**src/hw/rtl/fq_pkg.sv**
```systemverilog
// ----------------------------------------------------------------------------
// fq_pkg
// Shared types, constants and helpers for the FIFO queue with search.
// ----------------------------------------------------------------------------
package fq_pkg;

  localparam int DEPTH    = 16;
  localparam int ID_WIDTH = 16;
  localparam int PORT_W   = 16;
  localparam int ADDR_W   = (DEPTH > 1) ? $clog2(DEPTH) : 1;
  localparam int CNT_W    = $clog2(DEPTH + 1);

  typedef enum logic [1:0] {
    CMD_ENQ  = 2'd0,
    CMD_DEQ  = 2'd1,
    CMD_SRCH = 2'd2,
    CMD_DISP = 2'd3
  } cmd_t;

  typedef enum logic [2:0] {
    ST_ADDED     = 3'd0,
    ST_REMOVED   = 3'd1,
    ST_EMPTY     = 3'd2,
    ST_FOUND     = 3'd3,
    ST_NOT_FOUND = 3'd4,
    ST_FULL      = 3'd5,
    ST_LISTED    = 3'd6
  } status_t;

  // One result between the sequencer and the output register
  typedef struct packed {
    status_t             status;
    logic [PORT_W-1:0]   id;
    logic                last;
  } res_t;

  // Port id -> stored id (keeps the low ID_WIDTH bits)
  function automatic logic [ID_WIDTH-1:0] id_from_port(logic [PORT_W-1:0] v);
    logic [ID_WIDTH+PORT_W-1:0] w;
    w = {{ID_WIDTH{1'b0}}, v};
    return w[ID_WIDTH-1:0];
  endfunction

  // Stored id -> port id (zero extend or truncate)
  function automatic logic [PORT_W-1:0] id_to_port(logic [ID_WIDTH-1:0] v);
    logic [ID_WIDTH+PORT_W-1:0] w;
    w = {{PORT_W{1'b0}}, v};
    return w[PORT_W-1:0];
  endfunction

  // Circular index advance
  function automatic logic [ADDR_W-1:0] next_slot(logic [ADDR_W-1:0] i);
    if (i == ADDR_W'(DEPTH - 1)) begin
      return '0;
    end
    return i + ADDR_W'(1);
  endfunction

endpackage

```
**src/hw/rtl/fq_if.sv**
```systemverilog
// ----------------------------------------------------------------------------
// fq_in_if / fq_out_if
// Valid/ready channels for command requests and result requests.
// ----------------------------------------------------------------------------
interface fq_in_if;
  logic                           valid;
  logic                           ready;
  fq_pkg::cmd_t                   cmd;
  logic [fq_pkg::PORT_W-1:0]      item_id;

  modport source (output valid, output cmd, output item_id, input ready);
  modport sink   (input valid, input cmd, input item_id, output ready);
endinterface

interface fq_out_if;
  logic                           valid;
  logic                           ready;
  fq_pkg::status_t                status;
  logic [fq_pkg::PORT_W-1:0]      result_id;
  logic                           last;

  modport source (output valid, output status, output result_id, output last, input ready);
  modport sink   (input valid, input status, input result_id, input last, output ready);
endinterface

```
**src/hw/rtl/fq_ram.sv**
```systemverilog
// ----------------------------------------------------------------------------
// fq_ram
// Simple dual-port RAM, one write and one read port, registered read data.
// ----------------------------------------------------------------------------
module fq_ram #(
  parameter int DEPTH = 16,
  parameter int WIDTH = 16,
  parameter int ADDR_W = (DEPTH > 1) ? $clog2(DEPTH) : 1
) (
  input  logic              clk,
  input  logic              we,
  input  logic [ADDR_W-1:0] waddr,
  input  logic [WIDTH-1:0]  wdata,
  input  logic              re,
  input  logic [ADDR_W-1:0] raddr,
  output logic [WIDTH-1:0]  rdata
);

  logic [WIDTH-1:0] mem [DEPTH];

  // Write port
  always_ff @(posedge clk) begin
    if (we) begin
      mem[waddr] <= wdata;
    end
  end

  // Read port; data holds when no read is issued
  always_ff @(posedge clk) begin
    if (re) begin
      rdata <= mem[raddr];
    end
  end

endmodule

```
**src/hw/rtl/fq_oreg.sv**
```systemverilog
// ----------------------------------------------------------------------------
// fq_oreg
// Output register: holds one result request until the sink takes it.
// ----------------------------------------------------------------------------
module fq_oreg (
  input  logic         clk,
  input  logic         rst_n,
  input  logic         push,
  input  fq_pkg::res_t push_res,
  output logic         push_ok,
  fq_out_if.source     out_ch
);
  import fq_pkg::*;

  logic valid_r;
  res_t res_r;

  assign push_ok = !valid_r || out_ch.ready;

  // Valid flag
  always_ff @(posedge clk) begin
    if (!rst_n) begin
      valid_r <= 1'b0;
    end else if (push_ok) begin
      valid_r <= push;
    end
  end

  // Payload
  always_ff @(posedge clk) begin
    if (push && push_ok) begin
      res_r <= push_res;
    end
  end

  assign out_ch.valid     = valid_r;
  assign out_ch.status    = res_r.status;
  assign out_ch.result_id = res_r.id;
  assign out_ch.last      = res_r.last;

endmodule

```
**src/hw/rtl/fq_ctrl.sv**
```systemverilog
// ----------------------------------------------------------------------------
// fq_ctrl
// Command sequencer: owns head/tail/occupancy, drives the RAM and walks the
// stored entries for search and display.
// ----------------------------------------------------------------------------
module fq_ctrl (
  input  logic                        clk,
  input  logic                        rst_n,
  fq_in_if.sink                       in_ch,
  output logic                        ram_we,
  output logic [fq_pkg::ADDR_W-1:0]   ram_waddr,
  output logic [fq_pkg::ID_WIDTH-1:0] ram_wdata,
  output logic                        ram_re,
  output logic [fq_pkg::ADDR_W-1:0]   ram_raddr,
  input  logic [fq_pkg::ID_WIDTH-1:0] ram_rdata,
  output logic                        push,
  output fq_pkg::res_t                push_res,
  input  logic                        push_ok
);
  import fq_pkg::*;

  typedef enum logic [1:0] {
    S_IDLE,
    S_EMIT,
    S_SCAN,
    S_LIST
  } state_t;

  state_t              state_r, state_nxt;
  logic [ADDR_W-1:0]   head_r, head_nxt;
  logic [ADDR_W-1:0]   tail_r, tail_nxt;
  logic [CNT_W-1:0]    occ_r, occ_nxt;
  logic [ADDR_W-1:0]   slot_r, slot_nxt;
  logic [CNT_W-1:0]    rem_r, rem_nxt;
  logic [ID_WIDTH-1:0] key_r, key_nxt;
  cmd_t                cmd_r, cmd_nxt;
  res_t                res_r, res_nxt;

  logic [ID_WIDTH-1:0] key_in;
  logic                accept;

  assign in_ch.ready = (state_r == S_IDLE);
  assign accept      = in_ch.valid && in_ch.ready;
  assign key_in      = id_from_port(in_ch.item_id);

  // Next-state and datapath control
  always_comb begin
    state_nxt = state_r;
    head_nxt  = head_r;
    tail_nxt  = tail_r;
    occ_nxt   = occ_r;
    slot_nxt  = slot_r;
    rem_nxt   = rem_r;
    key_nxt   = key_r;
    cmd_nxt   = cmd_r;
    res_nxt   = res_r;
    ram_we    = 1'b0;
    ram_waddr = tail_r;
    ram_wdata = key_in;
    ram_re    = 1'b0;
    ram_raddr = slot_r;
    push      = 1'b0;
    push_res  = res_r;

    unique case (state_r)
      S_IDLE: begin
        if (accept) begin
          cmd_nxt  = in_ch.cmd;
          key_nxt  = key_in;
          slot_nxt = next_slot(head_r);
          rem_nxt  = occ_r;
          unique case (in_ch.cmd)
            CMD_ENQ: begin
              state_nxt = S_EMIT;
              if (occ_r == CNT_W'(DEPTH)) begin
                res_nxt = '{status: ST_FULL, id: id_to_port(key_in), last: 1'b1};
              end else begin
                ram_we   = 1'b1;
                tail_nxt = next_slot(tail_r);
                occ_nxt  = occ_r + CNT_W'(1);
                res_nxt  = '{status: ST_ADDED, id: id_to_port(key_in), last: 1'b1};
              end
            end
            CMD_DEQ: begin
              if (occ_r == '0) begin
                state_nxt = S_EMIT;
                res_nxt   = '{status: ST_EMPTY, id: '0, last: 1'b1};
              end else begin
                state_nxt = S_LIST;
                ram_re    = 1'b1;
                ram_raddr = head_r;
                head_nxt  = next_slot(head_r);
                occ_nxt   = occ_r - CNT_W'(1);
                rem_nxt   = CNT_W'(1);
              end
            end
            CMD_SRCH: begin
              if (occ_r == '0) begin
                state_nxt = S_EMIT;
                res_nxt   = '{status: ST_NOT_FOUND, id: id_to_port(key_in), last: 1'b1};
              end else begin
                state_nxt = S_SCAN;
                ram_re    = 1'b1;
                ram_raddr = head_r;
              end
            end
            CMD_DISP: begin
              if (occ_r == '0) begin
                state_nxt = S_EMIT;
                res_nxt   = '{status: ST_EMPTY, id: '0, last: 1'b1};
              end else begin
                state_nxt = S_LIST;
                ram_re    = 1'b1;
                ram_raddr = head_r;
              end
            end
            default: ;
          endcase
        end
      end

      // Single result waiting for the output register
      S_EMIT: begin
        push = 1'b1;
        if (push_ok) begin
          state_nxt = S_IDLE;
        end
      end

      // One compare per cycle; next read already in flight
      S_SCAN: begin
        if (ram_rdata == key_r) begin
          state_nxt = S_EMIT;
          res_nxt   = '{status: ST_FOUND, id: id_to_port(key_r), last: 1'b1};
        end else if (rem_r == CNT_W'(1)) begin
          state_nxt = S_EMIT;
          res_nxt   = '{status: ST_NOT_FOUND, id: id_to_port(key_r), last: 1'b1};
        end else begin
          ram_re   = 1'b1;
          slot_nxt = next_slot(slot_r);
          rem_nxt  = rem_r - CNT_W'(1);
        end
      end

      // Stream read data out; read data holds while stalled
      S_LIST: begin
        push     = 1'b1;
        push_res = '{status: (cmd_r == CMD_DEQ) ? ST_REMOVED : ST_LISTED,
                     id:     id_to_port(ram_rdata),
                     last:   (rem_r == CNT_W'(1))};
        if (push_ok) begin
          if (rem_r == CNT_W'(1)) begin
            state_nxt = S_IDLE;
          end else begin
            ram_re   = 1'b1;
            slot_nxt = next_slot(slot_r);
            rem_nxt  = rem_r - CNT_W'(1);
          end
        end
      end

      default: state_nxt = S_IDLE;
    endcase
  end

  // State and registers
  always_ff @(posedge clk) begin
    if (!rst_n) begin
      state_r <= S_IDLE;
      head_r  <= '0;
      tail_r  <= '0;
      occ_r   <= '0;
    end else begin
      state_r <= state_nxt;
      head_r  <= head_nxt;
      tail_r  <= tail_nxt;
      occ_r   <= occ_nxt;
    end
    slot_r <= slot_nxt;
    rem_r  <= rem_nxt;
    key_r  <= key_nxt;
    cmd_r  <= cmd_nxt;
    res_r  <= res_nxt;
  end

endmodule

```
**src/hw/rtl/fifo_queue_with_search.sv**
```systemverilog
// Enqueue, dequeue and empty results wait in the sequencer's emit or list state
// until the output register takes them; search does one RAM read and one compare
// per cycle, pipelined, until a match or the last stored entry; display streams
// occupancy results, one a cycle while the output is not stalled.
// Throughput: one request at a time; the next is taken the cycle after the last
// result enters the output register. Reset clears pointers, count and out valid.
// ----------------------------------------------------------------------------
// fifo_queue_with_search
// Bounded FIFO of ids with enqueue, dequeue, linear search and display.
// ----------------------------------------------------------------------------
module fifo_queue_with_search (
  input  logic       clk,
  input  logic       rst_n,
  fq_in_if.sink      in_ch,
  fq_out_if.source   out_ch
);
  import fq_pkg::*;

  logic                ram_we;
  logic [ADDR_W-1:0]   ram_waddr;
  logic [ID_WIDTH-1:0] ram_wdata;
  logic                ram_re;
  logic [ADDR_W-1:0]   ram_raddr;
  logic [ID_WIDTH-1:0] ram_rdata;
  logic                push;
  res_t                push_res;
  logic                push_ok;

  // Id store
  fq_ram #(
    .DEPTH (DEPTH),
    .WIDTH (ID_WIDTH),
    .ADDR_W(ADDR_W)
  ) u_ram (
    .clk  (clk),
    .we   (ram_we),
    .waddr(ram_waddr),
    .wdata(ram_wdata),
    .re   (ram_re),
    .raddr(ram_raddr),
    .rdata(ram_rdata)
  );

  // Command sequencer
  fq_ctrl u_ctrl (
    .clk      (clk),
    .rst_n    (rst_n),
    .in_ch    (in_ch),
    .ram_we   (ram_we),
    .ram_waddr(ram_waddr),
    .ram_wdata(ram_wdata),
    .ram_re   (ram_re),
    .ram_raddr(ram_raddr),
    .ram_rdata(ram_rdata),
    .push     (push),
    .push_res (push_res),
    .push_ok  (push_ok)
  );

  // Output register
  fq_oreg u_oreg (
    .clk     (clk),
    .rst_n   (rst_n),
    .push    (push),
    .push_res(push_res),
    .push_ok (push_ok),
    .out_ch  (out_ch)
  );

endmodule

```
**src/flat_wrapper.sv**
```systemverilog
// flat-port wrapper written by rule: the top's interface ports become plain ports
module fifo_queue_with_search_flat import fq_pkg::*;
  (clk, rst_n, in_ch_valid, in_ch_cmd, in_ch_item_id, in_ch_ready, out_ch_valid, out_ch_status, out_ch_result_id, out_ch_last, out_ch_ready);
  fq_in_if in_ch_i ();
  fq_out_if out_ch_i ();
  input  logic clk;
  input  logic rst_n;
  input wire logic [$bits(in_ch_i.valid)-1:0] in_ch_valid;
  input wire logic [$bits(in_ch_i.cmd)-1:0] in_ch_cmd;
  input wire logic [$bits(in_ch_i.item_id)-1:0] in_ch_item_id;
  output wire logic [$bits(in_ch_i.ready)-1:0] in_ch_ready;
  output wire logic [$bits(out_ch_i.valid)-1:0] out_ch_valid;
  output wire logic [$bits(out_ch_i.status)-1:0] out_ch_status;
  output wire logic [$bits(out_ch_i.result_id)-1:0] out_ch_result_id;
  output wire logic [$bits(out_ch_i.last)-1:0] out_ch_last;
  input wire logic [$bits(out_ch_i.ready)-1:0] out_ch_ready;
  assign in_ch_i.valid = in_ch_valid;
  assign in_ch_i.cmd = in_ch_cmd;
  assign in_ch_i.item_id = in_ch_item_id;
  assign in_ch_ready = in_ch_i.ready;
  assign out_ch_valid = out_ch_i.valid;
  assign out_ch_status = out_ch_i.status;
  assign out_ch_result_id = out_ch_i.result_id;
  assign out_ch_last = out_ch_i.last;
  assign out_ch_i.ready = out_ch_ready;
  fifo_queue_with_search u_core (.clk(clk), .rst_n(rst_n), .in_ch(in_ch_i), .out_ch(out_ch_i));
endmodule
```
**config.mk**
```make
export PLATFORM = sky130hd
export DESIGN_NAME = fifo_queue_with_search_flat
export DESIGN_NICKNAME = d
export VERILOG_FILES = /design/src/hw/rtl/fq_pkg.sv /design/src/hw/rtl/fq_if.sv /design/src/hw/rtl/fq_ram.sv /design/src/hw/rtl/fq_oreg.sv /design/src/hw/rtl/fq_ctrl.sv /design/src/hw/rtl/fifo_queue_with_search.sv /design/src/flat_wrapper.sv
export SDC_FILE = /design/constraint.sdc
export NUM_CORES = 1
export LEC_CHECK = 0
export BUFFER_PORTS_ARGS = -buffer_cell sky130_fd_sc_hd__buf_2
export CAP_MARGIN = 5
export CELL_PAD_IN_SITES_DETAIL_PLACEMENT = 1
export CELL_PAD_IN_SITES_GLOBAL_PLACEMENT = 1
export CORE_ASPECT_RATIO = 1.75
export CORE_MARGIN = 2
export CORE_UTILIZATION = 50
export DETAILED_ROUTE_END_ITERATION = 6
export PLACE_DENSITY = 0.84
export SLEW_MARGIN = 5
export SYNTH_ARGS = -nofsm -noshare
export SYNTH_HDL_FRONTEND = slang
export SYNTH_HIERARCHICAL = 1
export SYNTH_SLANG_ARGS = --single-unit
```
**constraint.sdc**
```tcl
create_clock -name clk -period 4.9 [get_ports clk]
set_input_delay 0.245 -clock clk [delete_from_list [all_inputs] [get_ports clk]]
set_output_delay 0.245 -clock clk [all_outputs]
set_load 0.05 [all_outputs]
```
* Word-level counts from Yosys, hierarchy flattened
Memories as Yosys holds them, arrays and structs flattened. A register that Yosys moved wholly into a read port is not among the register bits.
Cells that the tools add are included.
** Operators by class
- Multiplexer cells :: 80
- Add/subtract/negate cells :: 6
- Equality and inequality tests :: 25
- Reduce and logical (&&, ||, !) cells :: 21
- Bitwise operators :: 2
** Operator list (number)
- 20-bit 2-to-1 mux :: 7
- 4-bit 2-to-1 mux :: 17
- 20-bit one-hot mux with 3 select lines :: 1
- 5-bit 2-to-1 mux :: 8
- 20-bit one-hot mux with 2 select lines :: 1
- 1-bit 2-to-1 mux :: 31
- 16-bit equality test :: 1
- 2-bit 2-to-1 mux :: 8
- 2-bit != test, second input constant :: 8
- 5-bit one-hot mux with 3 select lines :: 1
- 5-bit AND reduction :: 3
- 4-bit by 1-bit adder with 4-bit output, second input constant :: 3
- 4-bit equality test, second input constant :: 3
- 4-bit one-hot mux with 3 select lines :: 1
- 4-bit AND reduction :: 3
- 5-bit one-hot mux with 2 select lines :: 1
- 5-bit by 1-bit subtractor with 5-bit output, second input constant :: 2
- 2-bit equality test, second input constant :: 4
- 2-bit one-hot mux with 4 select lines :: 1
- 2-bit by 1-bit equality test with 1-bit output, second input constant :: 3
- 3-bit != test, second input constant :: 2
- 2-bit one-hot mux with 3 select lines :: 1
- 6-bit AND reduction :: 1
- 5-bit by 1-bit adder with 5-bit output, second input constant :: 1
- other kinds (17) :: 22
** Word-level totals
- Register bits after elaboration :: 83
- Output and inout port bits :: 22
- Logic and storage cells :: 150
- Input bits :: 22
- RAM bits :: 256
- Memories kept :: 1
** Memory list
- u_core.u_ram.mem :: words 16, bits a word 16, rd ports 1, clocked after memory_dff 1, wr ports 1, line fq_ram.sv:19 : logic [WIDTH-1:0] mem [DEPTH];

* Logic depth before layout (Yosys ltp)
- Word-level depth :: 9
- Mapped depth :: 10
- Gate-level depth less buffers :: 8

* Modules after synthesis
The synthesis kept the hierarchy.
** Modules (own cells, without submodules)
- fq_ram :: sequential area each 8167.8 um^2, times used 1, cells an instance 432, area an instance 10202.3 um^2
- fq_ctrl :: sequential area each 1681.6 um^2, times used 1, cells an instance 333, area an instance 3529.6 um^2
- fq_oreg :: sequential area each 620.6 um^2, times used 1, cells an instance 25, area an instance 658.1 um^2

* Worst setup path after synthesis
No wires, ideal clock.
- Path type :: reg-to-reg
- Start point :: register u_core.u_ctrl.state_r[0]
- End point :: register u_core.u_ram.rdata[11], read port of u_core.u_ram.mem, data pin
- Arrival time :: 4.033 ns
- Required time :: 4.641 ns
- Stages on the path, launching flop included :: 10
- Library setup time :: 0.259 ns
- Buffers on the path :: 3
- Setup slack :: 0.608 ns
- Period minus slack after synthesis :: 4.292 ns
- Cell sequence :: dfxtp_1 > clkbuf_1 > nor3b_1 > o211ai_1 > mux2_2 > buf_6 > buf_6 > mux4_1 > a22oi_1 > nand2_1
** On the way
- Cells in the longest elaborated chain, start to end :: 4
- Elaborated cells on any way between the ends :: 8
- Those cells by class :: 2 x eq/ne; 4 x mux; 2 x reduce/logical
** Ends and longest elaborated chain
- start, declared :: line fq_ctrl.sv:29 : state_t state_r, state_nxt;
- start signal, assigned :: line fq_ctrl.sv:174 : state_r <= state_nxt;
- 2-bit zero test * :: line fq_ctrl.sv:42, fq_ctrl.sv:65
- 1-bit logical AND :: line fq_ctrl.sv:43 : assign accept = in_ch.valid && in_ch.ready;
- 4-bit 2-to-1 mux :: line fq_ctrl.sv:67 : if (accept) begin
- 4-bit 2-to-1 mux * :: line fq_ctrl.sv:65 : unique case (state_r)
- net u_core.ram_raddr[0] :: line fifo_queue_with_search.sv:23 : logic [ADDR_W-1:0] ram_raddr;
- end, declared :: line fq_ram.sv:16 : output logic [WIDTH-1:0] rdata
Mark *: on every way through the listed nets, which the timed path passes. The rest lies on a longest branch.
A chain may end at the register's enable or synchronous reset.

* Worst setup path in the final report
- Start point :: register u_core.u_ctrl.state_r[1]
- End point :: register u_core.u_ram.rdata[0], read port of u_core.u_ram.mem, data pin
Same word-level chain as after synthesis.

==> metrics <==
outcome=completed; Metal-1 WL=12400 um; clk_lat worst skew=0.59 ns; metal3 WL=1580 um; # clock sinks=354; Required @ worst endpoint=5.21 ns; routability cong.=0.762; clock transition at the registers of the reported paths=0.08 ns; clock root buffer=clkbuf_16; H-Tree Level Count=1; WL met2=19200 um; register area=0.0105 mm2; max-cap viol count=0; Slew Limit Fails=0; Core Region=0.0285 mm2; Synth Flop Type=edfxtp_1; number of inserted diodes=0; CTS max path bufs=3; multi-input logic area=0.00360 mm2; ys async rst share=0; dpl hpwl=20900 um; DIE WIDTH=132 um; drt first pass iters=4; PwrDens=472 mW/mm2; Post-synth EDFFs=338; cts bufs inserted=29; CP startpoint kind=flop; hold_ws=0.0626 ns; Synth cell types=57; final wirelength=34800 um; fillers=2566; layout cells sized above 1=0.245; FP Rows=82; # IOs=44; setup TNS=0 ns; cells along the critical path=nor3b_2 > buf_4 > o211ai_1 > mux2_4 > buf_4 > mux4_1 > a22oi_1 > nand2_1; number of global-route vias before repair=8302; Avg Inst Size Synth=18.2 um2; Slew HR=0.309; Max Clock Skew=0.0258 ns; Routed Antenna Nets=0; RSZ-0062 raised after global routing=false; syn_nets=822; Reg2Reg Setup Slack=0.99 ns; post_cts resized=0; DRC violations left=0; Setup Viol. Count Final=0; PortBufs=43; delay-heaviest family, CP=multiplexers; vias per inst=6.08; Final Cycle Share=0.798; endpoint class of the critical path=flop; worst slew pin tran=1.04 ns; max incr delay on CP=0.94 ns; GRT Residual Overflow=0; DR iter-0 viols=456; highest routed layer=met4; #FFs+latches synth=354; Crit path top cell by count=buf_4; largest net degree at the start of global routing=65; first-pass GRT wire length=52500 um; Yosys warnings=6; Worst path slowest cell=dfxtp_1; GRT Resource Usage Total=0.235; critical path class=reg2reg; Period minus WS final=3.91 ns; Die Ht=228 um; CP bufs+invs=2; Initial Util=0.505; antenna violations before repair=0; Leak=5.44 nW; CTS tree=built; CP arrival=4.22 ns; DR WL/cell=28.1 um; Fin. Hold Viols=0; critical path peak fanout=27; fmax=256 MHz; area grow syn2layout=11.8%; Gate Count Post-Synth=790; min-delay worst type=in2reg; post-CTS setup buffer count=0; Final nets=870; Vias=7527; CTS Hold Bufs=2; register area share after synthesis=0.728; Mapped Area=0.0144 mm2; VDD IR-drop max=0.327 mV; DIE AREA=0.0302 mm2
## sequential cells by signal, indices dropped and copies added (netlist names), 3 cells and up
name	cells
u_core/u_oreg/out_ch.status	3
u_core/u_oreg/out_ch.result_id	16
u_core/u_ram/rdata	16
u_core/u_ctrl/rem_r	5
u_core/u_ctrl/res_r	19
u_core/u_ctrl/slot_r	4
u_core/u_ctrl/key_r	16
u_core/u_ctrl/head_r	4
u_core/u_ram/mem	256
u_core/u_ctrl/occ_r	5
u_core/u_ctrl/ram_waddr	4
## power by group
part           total [W]  switching [W]  internal (W)
sequential       0.00369       0.000131       0.00356
combinational    0.00136       0.000825      0.000530
clock            0.00255        0.00108       0.00147
total            0.00760        0.00204       0.00556
## layout make-up
| type | count | area share |
|---|---|---|
| Sequential cell | 354 | 0.651 |
| Multi-Input combinational cell | 373 | 0.224 |
| Clock buffer | 30 | 0.0453 |
| Tap cell | 378 | 0.0294 |
| Timing Repair Buffer | 71 | 0.0283 |
| Clock inverter | 24 | 0.0203 |
| Inverter | 9 | 0.00210 |
## cell families (layout without fill, tap and decap cells)
family,after synthesis,count (layout),share of synthesized area
muxes,91,91,0.123
and+or+nand+nor,167,167,0.0595
xor gates and xnor gates,27,27,0.0164
DFF,354,354,0.728
buffers and inverters,63,134,0.0248
adders and majority gates,10,10,0.00922
AOI/OAI and AO/OA,78,78,0.0391
## routing by layer
metal  track usage  vias up
met5             0        -
met4         0.109        0
met3        0.0291       93
met2         0.440      285
met1         0.265     3946
li1              -     3203
## synthesized netlist by cell type, drive strengths merged (2+ instances only)
master / n / area [um2]
and3: 2 / 12.5
edfxtp: 338 / 10100
nor4: 5 / 46.3
dfxtp: 16 / 320
and2: 7 / 46.3
nand2b: 9 / 63.8
o211ai: 3 / 22.5
mux2: 21 / 236
o21ai: 10 / 50.1
a31oi: 6 / 37.5
a22oi: 32 / 240
nand3b: 19 / 143
nand2: 71 / 269
nor2b: 7 / 43.8
a21o: 2 / 15.0
nand3: 5 / 25.0
nor2: 28 / 105
o21a: 2 / 15.0
ha: 9 / 113
a21oi: 10 / 53.8
o211a: 2 / 20.0
buf: 34 / 248
mux4: 64 / 1480
xnor2: 5 / 43.8
xor2: 22 / 193
nor3b: 2 / 15.0
or4b: 2 / 23.8
inv: 9 / 33.8
a21boi: 3 / 26.3
clkbuf: 20 / 75.1
nor3: 5 / 25.0
mux2i: 6 / 60.1
## worst paths after layout
check | from | end | depth (start not counted)
worst max-delay path | u_core/u_ctrl/state_r[1]$_SDFFE_PN0P_ | u_core/u_ram/rdata[0]$_DFFE_PP_ | 8
worst min-delay path | in_ch_item_id[10] | u_core/u_ctrl/key_r[10]$_DFFE_PP_ | 1
worst max register to register | u_core/u_ctrl/state_r[1]$_SDFFE_PN0P_ | u_core/u_ram/rdata[0]$_DFFE_PP_ | 8
worst min register to register | u_core/u_oreg/out_ch.valid$_SDFFE_PN0P_ | u_core/u_oreg/out_ch.valid$_SDFFE_PN0P_ | 2
## cell usage in the layout, fill, tap and decap left out, drive strengths merged, types with 3 or more instances in the layout
master	Yosys	routed
nand3b	19	19
a22oi	32	32
nand2b	9	9
and2	7	7
mux2	21	21
dfxtp	16	16
xnor2	5	5
edfxtp	338	338
inv	9	12
nand3	5	5
clkinv	0	10
mux2i	6	6
bufinv	0	7
a31oi	6	6
ha	9	9
clkinvlp	0	4
buf	34	69
xor2	22	22
nand2	71	71
o211ai	3	3
clkbuf	20	30
nor2	28	28
a21oi	10	10
a21boi	3	3
nor4	5	5
mux4	64	64
o21ai	10	10
nor2b	7	7
nor3	5	5
## metrics by stage
| stage | setup slack, ns | cell area [um2] | cells | power [W] | util |
|---|---|---|---|---|---|
| after floorplan | 0.608 | 14400 | 790 | 0.00469 | - |
| after global placement | 1.22 | 15000 | 1183 | 0.00500 | 0.526 |
| after detailed placement | 1.02 | 15000 | 1183 | 0.00508 | 0.526 |
| after CTS | 0.996 | 16100 | 1239 | 0.00763 | 0.564 |
| after global routing | 0.735 | 16100 | 1239 | 0.00782 | 0.564 |
| final | 0.991 | 16100 | 1239 | 0.00760 | 0.564 |
Power figures use the tool's default switching activity.
